`src/sv/ascii_to_integer_parser_top_macros.svh`:
```
// Assertion macros shared by the parser RTL.
`ifndef ASCII_TO_INTEGER_PARSER_TOP_MACROS_SVH
`define ASCII_TO_INTEGER_PARSER_TOP_MACROS_SVH
`ifndef SYNTHESIS
`define A2I_ASSERT_IMPL(label, ante, cons) \
    label: assert property (@(posedge clk) disable iff (!rst_n) (ante) |-> (cons)) \
        else $error("parser assertion failed (same cycle)");
`define A2I_ASSERT_NEXT(label, ante, cons) \
    label: assert property (@(posedge clk) disable iff (!rst_n) (ante) |=> (cons)) \
        else $error("parser assertion failed (next cycle)");
`else
`define A2I_ASSERT_IMPL(label, ante, cons)
`define A2I_ASSERT_NEXT(label, ante, cons)
`endif
`endif

```
`src/sv/a2i_pkg.sv`:
```
// Types, character codes and digit decoding for the ASCII integer parser.
`timescale 1ns / 1ps

package a2i_pkg;

    localparam int CH_W    = 8;
    localparam int VALUE_W = 32;

    localparam logic [CH_W-1:0] CH_NUL   = 8'h00;
    localparam logic [CH_W-1:0] CH_TAB   = 8'h09;
    localparam logic [CH_W-1:0] CH_SPACE = 8'h20;
    localparam logic [CH_W-1:0] CH_PLUS  = 8'h2B;
    localparam logic [CH_W-1:0] CH_MINUS = 8'h2D;
    localparam logic [CH_W-1:0] CH_ZERO  = 8'h30;
    localparam logic [CH_W-1:0] CH_NINE  = 8'h39;
    localparam logic [CH_W-1:0] CH_UC_A  = 8'h41;
    localparam logic [CH_W-1:0] CH_UC_F  = 8'h46;
    localparam logic [CH_W-1:0] CH_UC_X  = 8'h58;
    localparam logic [CH_W-1:0] CH_LC_A  = 8'h61;
    localparam logic [CH_W-1:0] CH_LC_F  = 8'h66;
    localparam logic [CH_W-1:0] CH_LC_X  = 8'h78;

    typedef enum logic [1:0] {
        PH_SKIP   = 2'd0,
        PH_ZERO   = 2'd1,
        PH_DIGITS = 2'd2,
        PH_STOP   = 2'd3
    } phase_t;

    typedef struct packed {
        logic [CH_W-1:0] ch;
        logic            last;
    } item_t;

    typedef struct packed {
        logic [VALUE_W-1:0] value;
        logic               success;
    } result_t;

    typedef struct packed {
        logic hex;
        logic negative;
        logic consumed;
    } status_t;

    typedef struct packed {
        logic       valid;
        logic [3:0] val;
    } digit_t;

    // Digit value of a character in the current base.
    function automatic digit_t digit_of(input logic [CH_W-1:0] ch, input logic hex);
        digit_t d;
        logic [CH_W-1:0] off;
        d.valid = 1'b0;
        d.val   = 4'd0;
        off     = '0;
        if (ch >= CH_ZERO && ch <= CH_NINE)
        begin
            off     = ch - CH_ZERO;
            d.valid = 1'b1;
            d.val   = off[3:0];
        end
        else if (hex && ch >= CH_LC_A && ch <= CH_LC_F)
        begin
            off     = ch - CH_LC_A + 8'd10;
            d.valid = 1'b1;
            d.val   = off[3:0];
        end
        else if (hex && ch >= CH_UC_A && ch <= CH_UC_F)
        begin
            off     = ch - CH_UC_A + 8'd10;
            d.valid = 1'b1;
            d.val   = off[3:0];
        end
        return d;
    endfunction

endpackage

```
`src/sv/a2i_in_stage.sv`:
```
// Input register for the character stream.
`timescale 1ns / 1ps

module a2i_in_stage
    import a2i_pkg::*;
(
    input  logic  clk,
    input  logic  rst_n,
    input  logic  s_tvalid,
    output logic  s_tready,
    input  item_t s_item,
    input  logic  advance,
    output logic  vld,
    output item_t item
);

    logic  vld_reg;
    logic  vld_next;
    item_t item_reg;

    // The register takes a new transfer whenever it is empty or drains this cycle.
    assign s_tready = !vld_reg || advance;

    always_comb
    begin
        vld_next = vld_reg;
        if (s_tvalid && s_tready)
        begin
            vld_next = 1'b1;
        end
        else if (advance)
        begin
            vld_next = 1'b0;
        end
    end

    always_ff @(posedge clk or negedge rst_n)
    begin
        if (!rst_n)
        begin
            vld_reg <= 1'b0;
        end
        else
        begin
            vld_reg <= vld_next;
        end
    end

    always_ff @(posedge clk)
    begin
        if (s_tvalid && s_tready)
        begin
            item_reg <= s_item;
        end
    end

    assign vld  = vld_reg;
    assign item = item_reg;

endmodule

```
`src/sv/a2i_parse_core.sv`:
```
// Parser state and the per-character update.
`timescale 1ns / 1ps

module a2i_parse_core
    import a2i_pkg::*;
#(
    parameter int VALUE_BITS = 32
)
(
    input  logic    clk,
    input  logic    rst_n,
    input  logic    fire,
    input  item_t   item,
    output logic    ends,
    output result_t result,
    output status_t status
);

    localparam logic [VALUE_BITS-1:0] ALL_ONES = {VALUE_BITS{1'b1}};
    localparam logic [VALUE_BITS-1:0] LIM_DEC  = ALL_ONES / VALUE_BITS'(10);
    localparam logic [VALUE_BITS-1:0] LIM_HEX  = ALL_ONES / VALUE_BITS'(16);

    phase_t                phase_reg, phase_next, phase_proc;
    logic [VALUE_BITS-1:0] acc_reg, acc_next, acc_proc, acc_scaled;
    logic                  hex_reg, hex_next, hex_proc;
    logic                  neg_reg, neg_next, neg_proc;
    logic                  cons_reg, cons_next, cons_proc;
    logic                  ovf_reg, ovf_next, ovf_proc;

    digit_t                dig;
    logic                  is_nul, is_ws, is_minus, is_plus, is_zero, is_x;
    logic                  skip_mark, take, mark, over_lim;
    logic [VALUE_BITS-1:0] signed_val;
    logic [VALUE_BITS+VALUE_W-1:0] wide_val;

    assign dig       = digit_of(item.ch, hex_reg);
    assign is_nul    = (item.ch == CH_NUL);
    assign is_ws     = (item.ch == CH_SPACE) || (item.ch == CH_TAB);
    assign is_minus  = (item.ch == CH_MINUS);
    assign is_plus   = (item.ch == CH_PLUS);
    assign is_zero   = (item.ch == CH_ZERO);
    assign is_x      = (item.ch == CH_LC_X) || (item.ch == CH_UC_X);
    assign skip_mark = is_ws || is_minus || is_plus || is_zero;
    assign ends      = is_nul || item.last;

    // Next phase.
    always_comb
    begin
        phase_proc = phase_reg;
        if (!is_nul)
        begin
            unique case (phase_reg)
                PH_SKIP:
                begin
                    if (is_minus || is_plus)
                    begin
                        phase_proc = PH_DIGITS;
                    end
                    else if (is_zero)
                    begin
                        phase_proc = PH_ZERO;
                    end
                    else if (!is_ws)
                    begin
                        phase_proc = dig.valid ? PH_DIGITS : PH_STOP;
                    end
                end
                PH_ZERO:
                begin
                    if (is_x)
                    begin
                        phase_proc = PH_DIGITS;
                    end
                    else
                    begin
                        phase_proc = dig.valid ? PH_DIGITS : PH_STOP;
                    end
                end
                PH_DIGITS: phase_proc = dig.valid ? PH_DIGITS : PH_STOP;
                PH_STOP:   phase_proc = PH_STOP;
            endcase
        end
        if (!fire)
        begin
            phase_next = phase_reg;
        end
        else if (ends)
        begin
            phase_next = PH_SKIP;
        end
        else
        begin
            phase_next = phase_proc;
        end
    end

    // Accumulator and flags.
    always_comb
    begin
        take = !is_nul && dig.valid &&
               (((phase_reg == PH_SKIP) && !skip_mark) ||
                ((phase_reg == PH_ZERO) && !is_x) ||
                (phase_reg == PH_DIGITS));
        mark = !is_nul &&
               (((phase_reg == PH_SKIP) && skip_mark) ||
                ((phase_reg == PH_ZERO) && is_x));

        // Times ten is eight times plus two times.
        acc_scaled = hex_reg ? (acc_reg << 4) : ((acc_reg << 3) + (acc_reg << 1));
        over_lim   = hex_reg ? (acc_reg > LIM_HEX) : (acc_reg > LIM_DEC);

        acc_proc  = take ? (acc_scaled + VALUE_BITS'(dig.val)) : acc_reg;
        ovf_proc  = ovf_reg || (take && over_lim);
        cons_proc = cons_reg || take || mark;
        neg_proc  = neg_reg || (!is_nul && (phase_reg == PH_SKIP) && is_minus);
        hex_proc  = hex_reg || (!is_nul && (phase_reg == PH_ZERO) && is_x);

        if (!fire)
        begin
            acc_next  = acc_reg;
            ovf_next  = ovf_reg;
            cons_next = cons_reg;
            neg_next  = neg_reg;
            hex_next  = hex_reg;
        end
        else if (ends)
        begin
            acc_next  = '0;
            ovf_next  = 1'b0;
            cons_next = 1'b0;
            neg_next  = 1'b0;
            hex_next  = 1'b0;
        end
        else
        begin
            acc_next  = acc_proc;
            ovf_next  = ovf_proc;
            cons_next = cons_proc;
            neg_next  = neg_proc;
            hex_next  = hex_proc;
        end
    end

    // Result as it stands after the current character.
    always_comb
    begin
        signed_val     = (cons_proc && neg_proc) ? (VALUE_BITS'(0) - acc_proc) : acc_proc;
        wide_val       = {{VALUE_W{1'b0}}, signed_val};
        result.value   = wide_val[VALUE_W-1:0];
        result.success = cons_proc && !ovf_proc;
    end

    always_ff @(posedge clk or negedge rst_n)
    begin
        if (!rst_n)
        begin
            phase_reg <= PH_SKIP;
            acc_reg   <= '0;
            hex_reg   <= 1'b0;
            neg_reg   <= 1'b0;
            cons_reg  <= 1'b0;
            ovf_reg   <= 1'b0;
        end
        else
        begin
            phase_reg <= phase_next;
            acc_reg   <= acc_next;
            hex_reg   <= hex_next;
            neg_reg   <= neg_next;
            cons_reg  <= cons_next;
            ovf_reg   <= ovf_next;
        end
    end

    assign status.hex      = hex_reg;
    assign status.negative = neg_reg;
    assign status.consumed = cons_reg;

endmodule

```
`src/sv/a2i_out_stage.sv`:
```
// Result register on the master side.
`timescale 1ns / 1ps

module a2i_out_stage
    import a2i_pkg::*;
(
    input  logic    clk,
    input  logic    rst_n,
    input  logic    load,
    input  result_t result,
    output logic    free,
    output logic    m_tvalid,
    input  logic    m_tready,
    output result_t m_result
);

    logic    vld_reg;
    logic    vld_next;
    result_t result_reg;

    // Free when empty or when the held result leaves this cycle.
    assign free = !vld_reg || m_tready;

    always_comb
    begin
        vld_next = vld_reg;
        if (load)
        begin
            vld_next = 1'b1;
        end
        else if (m_tready)
        begin
            vld_next = 1'b0;
        end
    end

    always_ff @(posedge clk or negedge rst_n)
    begin
        if (!rst_n)
        begin
            vld_reg <= 1'b0;
        end
        else
        begin
            vld_reg <= vld_next;
        end
    end

    always_ff @(posedge clk)
    begin
        if (load)
        begin
            result_reg <= result;
        end
    end

    assign m_tvalid = vld_reg;
    assign m_result = result_reg;

endmodule

```
`src/sv/ascii_to_integer_parser_top.sv`:
```
// Top level of the character-serial ASCII to integer parser.
// Usage:
// The slave channel carries one character per transfer on s_tdata; s_tlast
// marks the final character of a string, and a NUL character also ends it
// without being parsed. Leading blanks, an optional sign or a 0x prefix are
// recognized, then decimal or hex digits are accumulated.
// The master channel delivers one transfer per string: m_tdata holds the
// 32-bit value (two's complement when negated) and m_tuser the success flag.
// A character is accepted every cycle unless a string end waits on a full
// output register. Each one is held in the input register, then parsed by the
// shift-add accumulator update; a string's result moves to the output register.
// When the receiver stalls, the result waits in the output register while
// one more string can run up to its end; after that s_tready drops.
// Reset empties both registers and returns the parser to blank skipping.
`timescale 1ns / 1ps
`include "ascii_to_integer_parser_top_macros.svh"

module ascii_to_integer_parser_top
    import a2i_pkg::*;
#(
    parameter int VALUE_BITS = 32
)
(
    input  logic        clk,
    input  logic        rst_n,
    input  logic        s_tvalid,
    output logic        s_tready,
    input  logic [7:0]  s_tdata,   // [7:0] ch
    input  logic        s_tlast,
    output logic        m_tvalid,
    input  logic        m_tready,
    output logic [31:0] m_tdata,   // [31:0] value
    output logic [0:0]  m_tuser    // [0] success
);

    item_t   s_item;
    item_t   in_item;
    logic    in_vld;
    logic    advance;
    logic    core_ends;
    logic    out_free;
    logic    out_load;
    result_t core_result;
    result_t m_result;
    status_t core_status;

    assign s_item.ch   = s_tdata;
    assign s_item.last = s_tlast;

    // A character that does not end a string never waits on the output side.
    assign advance  = in_vld && (!core_ends || out_free);
    assign out_load = advance && core_ends;

    a2i_in_stage u_in_stage (
        .clk      (clk),
        .rst_n    (rst_n),
        .s_tvalid (s_tvalid),
        .s_tready (s_tready),
        .s_item   (s_item),
        .advance  (advance),
        .vld      (in_vld),
        .item     (in_item)
    );

    a2i_parse_core #(
        .VALUE_BITS (VALUE_BITS)
    ) u_parse_core (
        .clk    (clk),
        .rst_n  (rst_n),
        .fire   (advance),
        .item   (in_item),
        .ends   (core_ends),
        .result (core_result),
        .status (core_status)
    );

    a2i_out_stage u_out_stage (
        .clk      (clk),
        .rst_n    (rst_n),
        .load     (out_load),
        .result   (core_result),
        .free     (out_free),
        .m_tvalid (m_tvalid),
        .m_tready (m_tready),
        .m_result (m_result)
    );

    assign m_tdata    = m_result.value;
    assign m_tuser[0] = m_result.success;

    `A2I_ASSERT_IMPL(a_hex_needs_consumed, core_status.hex, core_status.consumed)
    `A2I_ASSERT_IMPL(a_neg_needs_consumed, core_status.negative, core_status.consumed)
    `A2I_ASSERT_IMPL(a_empty_in_ready, !in_vld, s_tready)
    `A2I_ASSERT_NEXT(a_end_gives_result, in_vld && core_ends && out_free, m_tvalid)

endmodule
```
`config.mk`:
```
export PLATFORM = sky130hd
export DESIGN_NAME = ascii_to_integer_parser_top
export DESIGN_NICKNAME = d
export VERILOG_FILES = /design/src/sv/a2i_pkg.sv /design/src/sv/a2i_in_stage.sv /design/src/sv/a2i_parse_core.sv /design/src/sv/a2i_out_stage.sv /design/src/sv/ascii_to_integer_parser_top.sv
export VERILOG_INCLUDE_DIRS = /design/src /design/src/sv
export SDC_FILE = /design/constraint.sdc
export NUM_CORES = 1
export LEC_CHECK = 0
export ABC_AREA = 1
export BUFFER_PORTS_ARGS = -buffer_cell sky130_fd_sc_hd__buf_2
export CAP_MARGIN = 20
export CORE_ASPECT_RATIO = 1.4
export CORE_MARGIN = 2
export CORE_UTILIZATION = 50
export CTS_CLUSTER_DIAMETER = 120
export CTS_CLUSTER_SIZE = 16
export DETAILED_ROUTE_END_ITERATION = 12
export PLACE_DENSITY = 0.67
export SETUP_SLACK_MARGIN = 0.02
export SYNTH_ARGS = -nofsm -noshare
export SYNTH_HDL_FRONTEND = slang
export SYNTH_SLANG_ARGS = --single-unit
```
`constraint.sdc`:
```
create_clock -name clk -period 5.6 [get_ports clk]
set_clock_uncertainty 0.05 [all_clocks]
set_input_delay 1.12 -clock clk [delete_from_list [all_inputs] [get_ports clk]]
set_output_delay 1.12 -clock clk [all_outputs]
set_load 0.01 [all_outputs]
```
==> results.md <==
Hold path:
- The worst hold path passes through 2 cells.
- The path with the worst hold slack has its endpoint at u_parse_core.acc_reg[31]$_DFFE_PN0P_.
- The tightest min-delay check is of the flop to flop type.
- The critical hold path startpoint is u_parse_core.acc_reg[31]$_DFFE_PN0P_.

STA:
- Once routing completed, OpenROAD measured the worst setup slack at 0.979 ns.
- The number of max-slew violations in the final report was 0.
- The slew at the pin closest to its max-slew limit is slightly below 0.9 ns.
- The worst path needs 4.62 ns of the cycle, external delays included.
- Setup repair after global routing left no endpoint under its margin.
- The final number of hold-violating endpoints was 0.
- The share of the cycle needed by the critical path after routing is between 80% and 90%.
- Derived from the worst setup path, the maximum achievable clock frequency is 216 MHz.
- The setup TNS is 0 ns.
- Setup violations remaining at the end of the flow were counted as 0.
- The remaining max-slew budget at the tightest pin is between 40% and 50%.

Floorplanning:
- The die is 110 µm wide.
- For this configuration, the core starts out at a cell density of between 50% and 60%.
- The die covers 16,900 µm².
- The total I/O pin count is 48.
- The number of rows created at floorplan is 54.
- The total area inside the core boundary comes to approximately 16,000 µm².
- The die is 153 µm tall.

CTS:
- The clock tree synthesis step divided the H-tree into 3 levels.
- After clock tree synthesis, the flow added hold-fix buffers numbering 0.
- The number of clock buffers added by TritonCTS is 9.
- The post-cts gate resize count is 0.
- Clock-pin slew was measured on the worst setup and hold paths at 0.06 ns.
- The tree built by TritonCTS fans out to 82 sinks.
- The clock latency on the worst-skew pair is about 0.33 ns.
- Once the clock tree was built, the setup fixing pass inserted 0 buffers.
- The worst-case clock buffer depth is 2.
- TritonCTS built the clock tree.
- The root buffer cell chosen for the clock tree is clkbuf_16.

Setup path:
- The critical path is of the flop to flop type.
- The kind of cell adding the most delay to the critical path is simple AND/OR/NAND/NOR gates.
- The cell that appears most often on the critical path is nand2_1.
- The start of the worst register-to-register path is u_in_stage.item[2]$_DFFE_PP_.
- The setup check on the worst reg-to-reg path leaves a slack of 0.98 ns.
- The slowest stage of the critical path is the edfxtp_1 cell.
- The capturing element type of the critical path is a flop.
- Along the worst path, the maximum fanout reaches 7.
- On the worst path, the slowest cell contributes a delay of 0.41 ns.
- The endpoint identified for the worst register-to-register timing path is u_out_stage.m_result[29]$_DFFE_PP_.
- The worst-case reg-to-reg path depth is 28.
- The most critical setup path has its startpoint at u_in_stage.item[2]$_DFFE_PP_.
- At the worst endpoint, the required time is 5.64 ns.
- STA classifies the critical path startpoint as a flop.
- The number of buffers and inverters on the critical path is 2.
- The data arrival at the endpoint of the critical path is 4.66 ns.

Pwr:
- Across the VDD grid, the largest voltage drop is 0.240 mV.
- For this design the ratio of total power to cell area is 191 nW/µm².
- The static leakage power is 4.61 nW.

Synthesis:
- The summed instance area of the synthesized netlist is 7920 µm².
- Yosys mapped the design onto 46 distinct sky130hd cell types.
- The gate count after technology mapping is 1,268.
- Synthesis produced a netlist with a net count of approximately 1.3k.
- The post-synthesis average cell area is 6.25 µm².
- The number of synthesized register bits is just over 80.
- The count of warnings emitted by yosys is 0.
- Sequential elements use 28.5% of the synthesized area.

Finish:
- The most common cell after layout, fill and taps aside is nand2_1.
- The flip-flop count of the largest register, all copies and words added is 33.
- In the layout the commonest cells are 436 x nand2_1, 200 x inv_1, 128 x nand3_1.
- The fraction of final layout cells with drive strength greater than 1 is 9.04%.
- Counting the fill cells in the layout gives approximately 1.6k.
- The final layout contains around 1.4k nets.
- Relative to the synthesized area, the layout overhead comes to 9.47%.
- The antenna cell count is 0.

Run status:
- The run finished with clean final reports.

Global route:
- The aggregate global-route resource usage is 28.1%.
- The number of antenna violations at the first check in global routing is 0.
- The number of global-route vias before repair was 7,674.
- The remaining global-route overflow is 0.
- Entering global routing, the biggest net connects 43 pins.
- The first global-routing pass estimated 37.2 mm of wire.

Detailed routing:
- The detail-routed via count per cell is 5.36.
- The detailed router finished its first iteration with 543 violations.
- The average wire length per cell after detail routing is roughly 15 µm.
- The length of the first detailed-routing pass in iterations is 5.
- The detail route stage leaves a number of antenna-violating nets equal to 0.
- The via count is 8,104.
- After detailed routing, the total wire length is 22.9 mm.
- In the routed design, unresolved DRC markers number 0.

Placement:
- The detailed placement HPWL is 18.0 mm.
- The setup slack after placement is 1.03 ns.
- Routability-driven placement finished with a final weighted congestion of 0.918.
- The port buffer count is 47.

Flow run:
- The max-cap violation count is 0.
## worst min-delay path: cells and delay by family (launching register included)
family / cells / cell delay, ns
DFF: 1 / 0.37
AOI/OAI and AO/OA: 1 / 0.06
and+or+nand+nor: 1 / 0.06
## cells by family (layout without fill, tap and decap cells)
kind of cell	after synthesis	count (layout)	synth area share, %
compound gates	136	136	9.93
simple gates	751	751	40.9
fa+ha+maj	38	38	6.19
xor+xnor	27	27	2.98
flops	82	82	28.5
buf+inv	234	282	11.4
## report_power, final
part	internal [mW]	switching [mW]
Sequential	0.667	0.0242
Clock	0.414	0.223
Combinational	0.102	0.224
## worst max path at each step
stage                     cells after the start                                 end
after global routing                         27  u_out_stage.m_result[25]$_DFFE_PP_
after global placement                       27  u_out_stage.m_result[25]$_DFFE_PP_
after CTS                                    27  u_out_stage.m_result[25]$_DFFE_PP_
after floorplan                              25  u_out_stage.m_result[25]$_DFFE_PP_
after detailed placement                     27  u_out_stage.m_result[25]$_DFFE_PP_
final                                        28  u_out_stage.m_result[29]$_DFFE_PP_
## synthesized netlist by cell type, drive strengths merged
master,number,area share [%]
a21boi,3,0.28
a21o,3,0.28
a21oi,38,2.4
a22oi,1,0.16
a31oi,1,0.079
and2,1,0.079
buf,11,0.85
clkbuf,10,0.47
clkinv,2,0.095
dfrtp,40,13
edfxtp,42,16
fa,2,0.51
ha,36,5.7
inv,211,10
nand2,445,22
nand3,134,8.8
nand3b,1,0.095
nand4,23,1.8
nor2,130,7.2
nor3,11,0.82
nor4,5,0.39
o2111ai,1,0.11
o211a,1,0.13
o211ai,2,0.19
o21a,1,0.095
o21ai,53,3.5
o21bai,4,0.38
o22ai,27,2.1
o311ai,1,0.11
or2,1,0.079
xnor2,5,0.55
xor2,22,2.4
## per-layer routing
layer	GRT usage (%)	share of wire, %	up-vias
li1	-	-	4157
met1	36.2	43	3658
met2	48.0	49	248
met3	3.24	5.6	41
met4	9.29	2.6	0
met5	0	0	-
## metrics by stage
stage | util (%) | cells | power [mW] | instance area, µm² | hold WS, ns
floorplan | - | 1268 | 0.932 | 7920 | 0.420
global placement | 53.7 | 1496 | 1.02 | 8350 | 0.451
detailed placement | 53.7 | 1496 | 1.03 | 8350 | 0.460
CTS | 55.8 | 1512 | 1.67 | 8670 | 0.473
global route | 55.8 | 1512 | 1.73 | 8670 | 0.490
finish | 55.8 | 1512 | 1.65 | 8670 | 0.469
## layout make-up
| type | instances | area (µm²) | share of cell area (%) |
|---|---|---|---|
| Multi-Input combinational cell | 952 | 4760 | 54.9 |
| Tap cell | 196 | 245 | 2.83 |
| Clock buffer | 13 | 260 | 3.00 |
| Inverter | 213 | 800 | 9.22 |
| Timing Repair Buffer | 53 | 280 | 3.23 |
| Clock inverter | 3 | 63.8 | 0.736 |
| Sequential cell | 82 | 2260 | 26.1 |
(Power assumes the default switching activity.)
